==> config.mk <==
export PLATFORM = sky130hd
export DESIGN_NAME = fsdf_classify
export DESIGN_NICKNAME = d
export VERILOG_FILES = /design/src/frame_sequence_duplicate_filter_top_defines.svh /design/src/fsdf_pkg.sv /design/src/fsdf_classify.sv
export SDC_FILE = /design/constraint.sdc
export NUM_CORES = 1
export LEC_CHECK = 0
export ABC_AREA = 0
export BUFFER_PORTS_ARGS = -buffer_cell sky130_fd_sc_hd__buf_2
export CAP_MARGIN = 20
export CORE_MARGIN = 2
export CORE_UTILIZATION = 30
export DETAILED_ROUTE_END_ITERATION = 7
export PLACE_DENSITY = 0.95
export SYNTH_ARGS = -nofsm -noshare
export SYNTH_HDL_FRONTEND = slang
export SYNTH_SLANG_ARGS = --single-unit
==> constraint.sdc <==
create_clock -name vclk -period 2.2
set_input_delay 0 -clock vclk [all_inputs]
set_output_delay 0 -clock vclk [all_outputs]
set_load 0.02 [all_outputs]
==> src/frame_sequence_duplicate_filter_top_defines.svh <==
// assertion macros for the frame sequence duplicate filter
// used by frame_sequence_duplicate_filter_top, no other dependencies
`ifndef FRAME_SEQUENCE_DUPLICATE_FILTER_TOP_DEFINES_SVH
`define FRAME_SEQUENCE_DUPLICATE_FILTER_TOP_DEFINES_SVH

// same-cycle implication, checked out of reset
`define FSDF_ASSERT_NOW(label, clk, rst, ante, cons, msg) \
   label: assert property (@(posedge clk) disable iff (rst) (ante) |-> (cons)) else $error(msg);

// next-cycle implication, checked out of reset
`define FSDF_ASSERT_NEXT(label, clk, rst, ante, cons, msg) \
   label: assert property (@(posedge clk) disable iff (rst) (ante) |=> (cons)) else $error(msg);

`endif

==> src/fsdf_pkg.sv <==
// shared constants and types for the frame sequence duplicate filter
// no dependencies
package fsdf_pkg;

   // sequence space and bitmap geometry
   localparam int SEQ_W         = 16;
   localparam int SEQ_SPACE     = 64 * 1024;
   localparam int MAP_WORD_BITS = 64;
   localparam int CLEAR_SPAN    = 8 * 1024;
   localparam int WINDOW_SPAN   = 16 * 1024;

   localparam int MAP_WORDS   = SEQ_SPACE / MAP_WORD_BITS;
   localparam int BIT_W       = $clog2(MAP_WORD_BITS);
   localparam int ADDR_W      = $clog2(MAP_WORDS);
   localparam int CLEAR_WORDS = CLEAR_SPAN / MAP_WORD_BITS;
   localparam int CLR_CNT_W   = (CLEAR_WORDS > 1) ? $clog2(CLEAR_WORDS) : 1;

   // field widths
   localparam int LEN_W    = 14;
   localparam int OFF_W    = 5;
   localparam int STATUS_W = 2;

   // header decode
   localparam logic [SEQ_W-1:0] TAG_ETHERTYPE  = 16'hF1C1;
   localparam logic [SEQ_W-1:0] VLAN_ETHERTYPE = 16'h8100;
   localparam logic [OFF_W-1:0] TAG_HLEN       = 5'd20;
   localparam logic [OFF_W-1:0] VLAN_TAG_HLEN  = 5'd24;

   // result status codes
   localparam logic [STATUS_W-1:0] STATUS_FORWARD    = 2'd0;
   localparam logic [STATUS_W-1:0] STATUS_NOT_TAGGED = 2'd1;
   localparam logic [STATUS_W-1:0] STATUS_DUPLICATE  = 2'd2;
   localparam logic [STATUS_W-1:0] STATUS_NO_PAYLOAD = 2'd3;

   // decoded header handed from the classifier to the control
   typedef struct packed {
      logic             has_tag;
      logic [OFF_W-1:0] hlen;
      logic [SEQ_W-1:0] seq;
   } parse_type;

endpackage

==> src/fsdf_classify.sv <==
// header classifier: finds the redundancy tag and pulls out the sequence number
// depends on fsdf_pkg
module fsdf_classify (
   input  logic [fsdf_pkg::SEQ_W-1:0] outer_ethertype,
   input  logic [fsdf_pkg::SEQ_W-1:0] word_at_sixteen,
   input  logic [fsdf_pkg::SEQ_W-1:0] word_at_twenty,
   output fsdf_pkg::parse_type        parse
);

   always_comb begin
      parse = '0;
      if (outer_ethertype == fsdf_pkg::VLAN_ETHERTYPE) begin
         if (word_at_sixteen == fsdf_pkg::TAG_ETHERTYPE) begin
            parse.has_tag = 1'b1;
            parse.hlen    = fsdf_pkg::VLAN_TAG_HLEN;
            parse.seq     = word_at_twenty;
         end
      end else if (outer_ethertype == fsdf_pkg::TAG_ETHERTYPE) begin
         parse.has_tag = 1'b1;
         parse.hlen    = fsdf_pkg::TAG_HLEN;
         parse.seq     = word_at_sixteen;
      end
   end

endmodule

## Word-level counts from Yosys, hierarchy flattened

Cells that the tools add are included.

| storage, ports and cells | value |
|---|---|
| input bits | 48 |
| output and inout bits | 22 |
| register bits after elaboration | 0 |

| cells by class | value |
|---|---|
| multiplexer cells | 3 |
| eq/ne operators | 3 |

Operators with widths:

| cell | count |
|---|---|
| $mux 22 | 3 |
| $eq 16x16->1 const B | 3 |

## Longest topological paths before layout

Gate-level depths: netlist of run 1.

| logic depth | value |
|---|---|
| depth after elaboration | 3 |
| mapped depth | 6 |
| gate-level depth less buffers | 4 |

## Worst setup path after synthesis of run 1

OpenSTA, ideal clock, no wires.

| path | value |
|---|---|
| path type | input to output |
| start point | input port outer_ethertype[0] (netlist name) |
| end point | output port parse[21] (netlist name) |
| cell stages on the path | 6 |
| path slack | 0.426 ns |
| arrival | 1.774 ns |
| path through | or4b_4 -> nor4_4 -> buf_6 -> a21oi_1 -> nor2_1 -> buf_4 |

RTL lines:

| item | RTL line | text |
|---|---|---|
| from (decl) | fsdf_classify.sv:4 | `input logic [fsdf_pkg::SEQ_W-1:0] outer_ethertype,` |
| to (decl) | fsdf_classify.sv:7 | `output fsdf_pkg::parse_type parse` |

==> flow_metrics.env, run 1 <==
export IMPL_grt_pass1_wl_um=2373
export IMPL_yosys_warnings=0
export IMPL_p_leak_uw=0.0003714
export IMPL_hold_depth=4
export IMPL_die_y_um=40.36
export IMPL_synth_top_family_by_area="simple AND/OR/NAND/NOR gates"
export IMPL_period_share_pct=71.42
export IMPL_setup_violations=0
export IMPL_cp_arrival_ns=1.57
export IMPL_worst_hold_path_endpoint="parse[0]"
export IMPL_gp_congestion=0.6494
export IMPL_clkPwrFrac_pct=0
export IMPL_via_count=746
export IMPL_viasPerCell=5.367
export IMPL_syn_area_per_cell_um2=6.838
export IMPL_clock_fmax_mhz=636.5
export IMPL_synthToLayoutAreaGrowth_pct=88.33
export IMPL_detail_route_first_pass_iterations=4
export IMPL_regArea_um2=0
export IMPL_required_ns=2.20
export IMPL_fin_crit_ns=1.571
export IMPL_holdWs_ns=0.3666
export IMPL_seqPwrFrac_pct=0
export IMPL_synth_compound_area_share_pct=36.59
export IMPL_fillers=125
export IMPL_share_comb_of_total_power_pct=100.0
export IMPL_hold_buffers=0
export IMPL_grt_pass1_vias=574
export IMPL_start_kind="input port"
export IMPL_worstSetupEndpointType="output pin"
export IMPL_synth_area_um2=396.6
export IMPL_min_from="word_at_sixteen[0]"
export IMPL_layout_drive_gt1_share_pct=62.10
export IMPL_min_path_type="in2out"
export IMPL_cap_viol_max_count=0
export IMPL_critPathKind="in2out"
export IMPL_io_buffers=68
export IMPL_dieWidth_um=40.36
export IMPL_synth_xor_area_share_pct=0
export IMPL_diodes=0
export IMPL_ios=70
export IMPL_setup_tns_final_ns=0
export IMPL_maxSlewHeadroom_pct=57.90
export IMPL_grt_overflow=0
export IMPL_synth_area_mux_share_pct=0
export IMPL_drtIter0Drc=10
export IMPL_detail_route_antenna_nets=0
export IMPL_synthAdderAreaFrac_pct=0
export IMPL_swShare_pct=41.30
export IMPL_finalHoldViolCount=0
export IMPL_place_detailed_hpwl_um=1361
export IMPL_synthSimpleGateAreaFrac_pct=50.47
export IMPL_power_internal_uw=36.04
export IMPL_routedWlPerCell_um=11.64
export IMPL_grt_setup_unrepaired="no"
export IMPL_cts_resized_gates=0
export IMPL_ys_seq_area_share_pct=0
export IMPL_crit_fanout=11
export IMPL_worstMarginPinSlew_ns=0.6308
export IMPL_outcome="finished clean"
export IMPL_cts_setup_buffers=0
export IMPL_clkbuf_count=0
export IMPL_track_usage_pct=20.16
export IMPL_start_util_pct=31.26
export IMPL_synthCells=58
export IMPL_synth_cell_types=21
export IMPL_drc=0
export IMPL_core_um2=1269
export IMPL_pwr_density_cell_nw_per_um2=82.20
export IMPL_ir_drop_mv=0.04455
export IMPL_die_area_um2=1629
export IMPL_seq_cell_count=0
export IMPL_wirelength_um=1618
export IMPL_row_count=13
export IMPL_slew_violations=0
export IMPL_grt_max_degree=20
export IMPL_fin_nets=174
export IMPL_antenna_found_initial=0
export IMPL_power_switching_uw=25.36
==> per-stage QoR <==
stage,power [uW],cells,setup slack (ns),cell area (um2),utilization (%)
3_5_place_dp,61.50,139,0.6336,747.0,58.88
3_3_place_gp,58.96,139,0.6706,747.0,58.88
2_1_floorplan,16.22,59,0.4260,400.4,-
5_1_grt,68.32,139,0.5088,747.0,58.88
4_1_cts,61.55,139,0.6337,747.0,58.88
6_report,61.40,139,0.6288,747.0,58.88
==> synthesized netlist by cell type (all sizes together) <==
library cell	n	area (um2)
nor2	19	73.82
a32oi	16	140.1
buf	6	43.79
nand2	2	7.510
nand4b	2	17.52
nor4	2	27.53
or4b	2	23.77
a21oi	1	5.000
clkbuf	1	3.750
conb	1	3.750
nand4	1	6.260
nand4bb	1	11.26
nor3	1	5.000
nor3b	1	7.510
nor4b	1	8.760
or4	1	11.26
==> placed cells by master (no fill, tap or decap) <==
cell type	n
nand2_1	2
nor2_2	1
buf_2	68
nand4b_1	2
nand4bb_1	1
buf_4	4
or4b_4	1
nand4_1	1
nor3_1	1
nor3b_2	1
a21oi_1	1
nor4b_1	1
or4b_1	1
conb_1	2
nor4_4	1
a32oi_1	16
nor4_1	1
or4_4	1
nor2_1	18
==> power groups by stage <==
stage	clock (uW)	combinational [uW]	sequential, uW
4_1_cts	0	61.5	0
3_3_place_gp	0	59.0	0
3_5_place_dp	0	61.5	0
2_1_floorplan	0	16.2	0
5_1_grt	0	68.3	0
6_report	0	61.4	0
==> per-layer routing <==
metal / global-route usage, % / vias up / share of wire [%]
met3: 0.5556 / 0 / 5.6
met4: 1.667 / 0 / 0
met1: 23.08 / 346 / 36
met2: 41.27 / 29 / 58
met5: 0 / - / 0
li1: - / 371 / -
==> cell type report <==
class	count	area (um2)	area share, %
tap	15	18.77	2.513
multi-input combinational	52	357.8	47.91
timing repair buffer	72	370.4	49.58
==> worst max-delay path, stage by stage <==
cell,delay (ns)
buf_2,0.11
or4b_4,0.54
nor4_4,0.30
buf_4,0.22
a32oi_1,0.12
nor2_1,0.12
buf_2,0.17
==> worst max path at each step <==
| stage | start | to | slack [ns] | cells past startpoint |
|---|---|---|---|---|
| 2_1_floorplan | outer_ethertype[0] | parse[21] | 0.43 | 6 |
| 3_3_place_gp | outer_ethertype[0] | parse[12] | 0.67 | 7 |
| 3_5_place_dp | outer_ethertype[0] | parse[7] | 0.63 | 7 |
| 4_1_cts | outer_ethertype[0] | parse[7] | 0.63 | 7 |
| 5_1_grt | outer_ethertype[0] | parse[21] | 0.51 | 7 |
| 6_report | outer_ethertype[0] | parse[7] | 0.63 | 7 |
==> logic make-up (layout without fill, tap and decap cells) <==
family                 Yosys count  after routing
and+or+nand+nor                 33             33
AOI/OAI and AO/OA               17             17
buffers and inverters            7             72
other                            1              2
Power figures use the tool's default switching activity.
==> run 2, diff against run 1 <==
--- a/config.mk
+++ b/config.mk
@@ -5,13 +5,13 @@
 export SDC_FILE = /design/constraint.sdc
 export NUM_CORES = 1
 export LEC_CHECK = 0
-export ABC_AREA = 0
+export ABC_AREA = 1
 export BUFFER_PORTS_ARGS = -buffer_cell sky130_fd_sc_hd__buf_2
 export CAP_MARGIN = 20
 export CORE_MARGIN = 2
-export CORE_UTILIZATION = 30
+export CORE_UTILIZATION = 34
 export DETAILED_ROUTE_END_ITERATION = 7
-export PLACE_DENSITY = 0.95
+export PLACE_DENSITY = 0.92
 export SYNTH_ARGS = -nofsm -noshare
 export SYNTH_HDL_FRONTEND = slang
 export SYNTH_SLANG_ARGS = --single-unit
==> constraint.sdc (replaced) <==
create_clock -name vclk -period 1.35
set_input_delay 0 -clock vclk [all_inputs]
set_output_delay 0 -clock vclk [all_outputs]
set_load 0.02 [all_outputs]
==> run 2 against run 1 <==
  * Via count up 24%
  * Hold slack worse by 0.028 ns
  * Area after synthesis up 67%
  * Die area up 42%
  * Core utilization down 5.1 points
  * Non-clock buffer count down 4
  * Combinational power up 100%
  * Critical path depth up 2
  * Global-route usage down 5.4 points
  * Count of clock-buffer cells in the layout unchanged
  * Largest power group unchanged
==> flow_metrics.env, run 2 <==
export IMPL_layout_commonest_cell="buf_2"
export IMPL_pwr_density_cell_nw_per_um2=128.4
export IMPL_grt_overflow=0
export IMPL_grt_pass1_vias=706
export IMPL_hold_buffers=0
export IMPL_io_buffers=68
export IMPL_p_leak_uw=0.0007121
export IMPL_ir_drop_mv=0.09113
export IMPL_synth_top_cell_area_share_pct=17.58
export IMPL_grt_pass1_wl_um=2601
export IMPL_via_count=923
export IMPL_slew_violations=0
export IMPL_worstSetupEndpointType="output pin"
export IMPL_dieWidth_um=48.12
export IMPL_antenna_found_initial=0
export IMPL_ys_seq_area_share_pct=0
export IMPL_cpMaxStageDelayCell="nor2_8"
export IMPL_viasPerCell=4.592
export IMPL_detail_route_first_pass_iterations=4
export IMPL_cts_setup_buffers=0
export IMPL_worst_hold_path_endpoint="parse[0]"
export IMPL_ios=70
export IMPL_synth_area_leader_cell="nand2_1"
export IMPL_detail_route_antenna_nets=0
export IMPL_startpoint="word_at_sixteen[1]"
export IMPL_start_kind="input port"
export IMPL_outcome="finished clean"
export IMPL_setup_violations=0
export IMPL_track_usage_pct=14.72
export IMPL_design_area_um2=959.7
export IMPL_clock_fmax_mhz=918.8
export IMPL_required_ns=1.35
export IMPL_setup_tns_final_ns=0
export IMPL_power_uw=123.2
export IMPL_grt_max_degree=18
export IMPL_synth_most_common_cell="nand2_1"
export IMPL_synth_area_um2=661.9
export IMPL_syn_area_per_cell_um2=5.806
export IMPL_most_common_layout_cells="buf_2, nand2_1, nand3_1, inv_1, nand3_2"
export IMPL_grt_setup_unrepaired="no"
export IMPL_synth_cell_types=16
export IMPL_start_util_pct=37.12
export IMPL_period_share_pct=80.62
export IMPL_cts_resized_gates=0
export IMPL_hold_depth=4
export IMPL_ys_top_cells_by_count="nand2_1, nand3_1, inv_1, nand3_2"
export IMPL_min_path_type="in2out"
export IMPL_regArea_um2=0
export IMPL_die_area_um2=2316
export IMPL_diodes=0
export IMPL_layout_drive_gt1_share_pct=54.55
export IMPL_cp_arrival_ns=1.09
export IMPL_cp_cell_sequence="buf_2 -> inv_1 -> nand2_1 -> nor2_2 -> nand2_2 -> nor2_8 -> nand3_1 -> nand2_1 -> buf_2"
export IMPL_cap_viol_max_count=0
export IMPL_fillers=182
export IMPL_wirelength_um=1758
export IMPL_routedWlPerCell_um=8.746
export IMPL_synthToLayoutAreaGrowth_pct=44.99
export IMPL_fin_nets=226
export IMPL_drtIter0Drc=9
export IMPL_gp_congestion=0.7712
export IMPL_critPathKind="in2out"
export IMPL_finalHoldViolCount=0
export IMPL_clkbuf_count=0
export IMPL_seq_cell_count=0
export IMPL_core_um2=1783
export IMPL_die_y_um=48.12
export IMPL_drc=0
export IMPL_multi_input_area_um2=505.5
export IMPL_fin_crit_ns=1.088
export IMPL_holdWs_ns=0.3385
export IMPL_synthTopCellsByArea="nand2_1, nand3_1, nand3_2"
export IMPL_row_count=15
export IMPL_place_detailed_hpwl_um=1499
export IMPL_placed_area_um2=959.7
export IMPL_crit_fanout=17
export IMPL_synthCells=114
export IMPL_min_from="word_at_twenty[0]"
export IMPL_critical_path_max_stage_delay_ns=0.31
export IMPL_yosys_warnings=0
export IMPL_fin_util_pct=53.82
[run 2: cell type report]
type	count	share of cell area, %
multi-input combinational	86	52.67
timing repair buffer	68	35.46
tap	25	3.259
inverter	22	8.605
[run 2: report_power, final]
part           switching, uW  total, uW  internal (uW)
logic                   60.4        123           62.8
registers                  0          0              0
clock network              0          0              0
total                   60.4        123           62.8
[run 2: kinds of logic (layout without fill, tap and decap cells)]
family | after synthesis | count (layout) | synth area share, %
buf+inv | 29 | 90 | 24.20
other cells | 1 | 2 | 0.5666
simple gates | 84 | 84 | 75.24
[run 2: worst max path at each step]
stage | end | slack (ns) | cells past startpoint
final | parse[5] | 0.26 | 9
after global routing | parse[7] | 0.12 | 9
after CTS | parse[5] | 0.23 | 9
after detailed placement | parse[5] | 0.24 | 9
after global placement | parse[9] | 0.27 | 9
after floorplan | parse[21] | 0.36 | 9
[run 2: through the flow]
step / setup WS [ns] / cells
floorplan: 0.3582 / 115
global placement: 0.2696 / 201
detailed placement: 0.2412 / 201
CTS: 0.2334 / 201
global route: 0.1250 / 201
finish: 0.2616 / 201
[run 2: layer usage]
metal	track usage, %	wire length (um)	share of wire [%]	vias to the layer above
met1	18.46	738	42	400
met2	28.27	838	48	51
met5	0	0	0	-
met3	1.111	181	10	0
met4	1.081	0	0	0
li1	-	-	-	472
[run 2: worst max-delay path, delay by kind of cell]
family	cells	cell delay [ns]
and+or+nand+nor	6	0.78
buffers and inverters	3	0.30
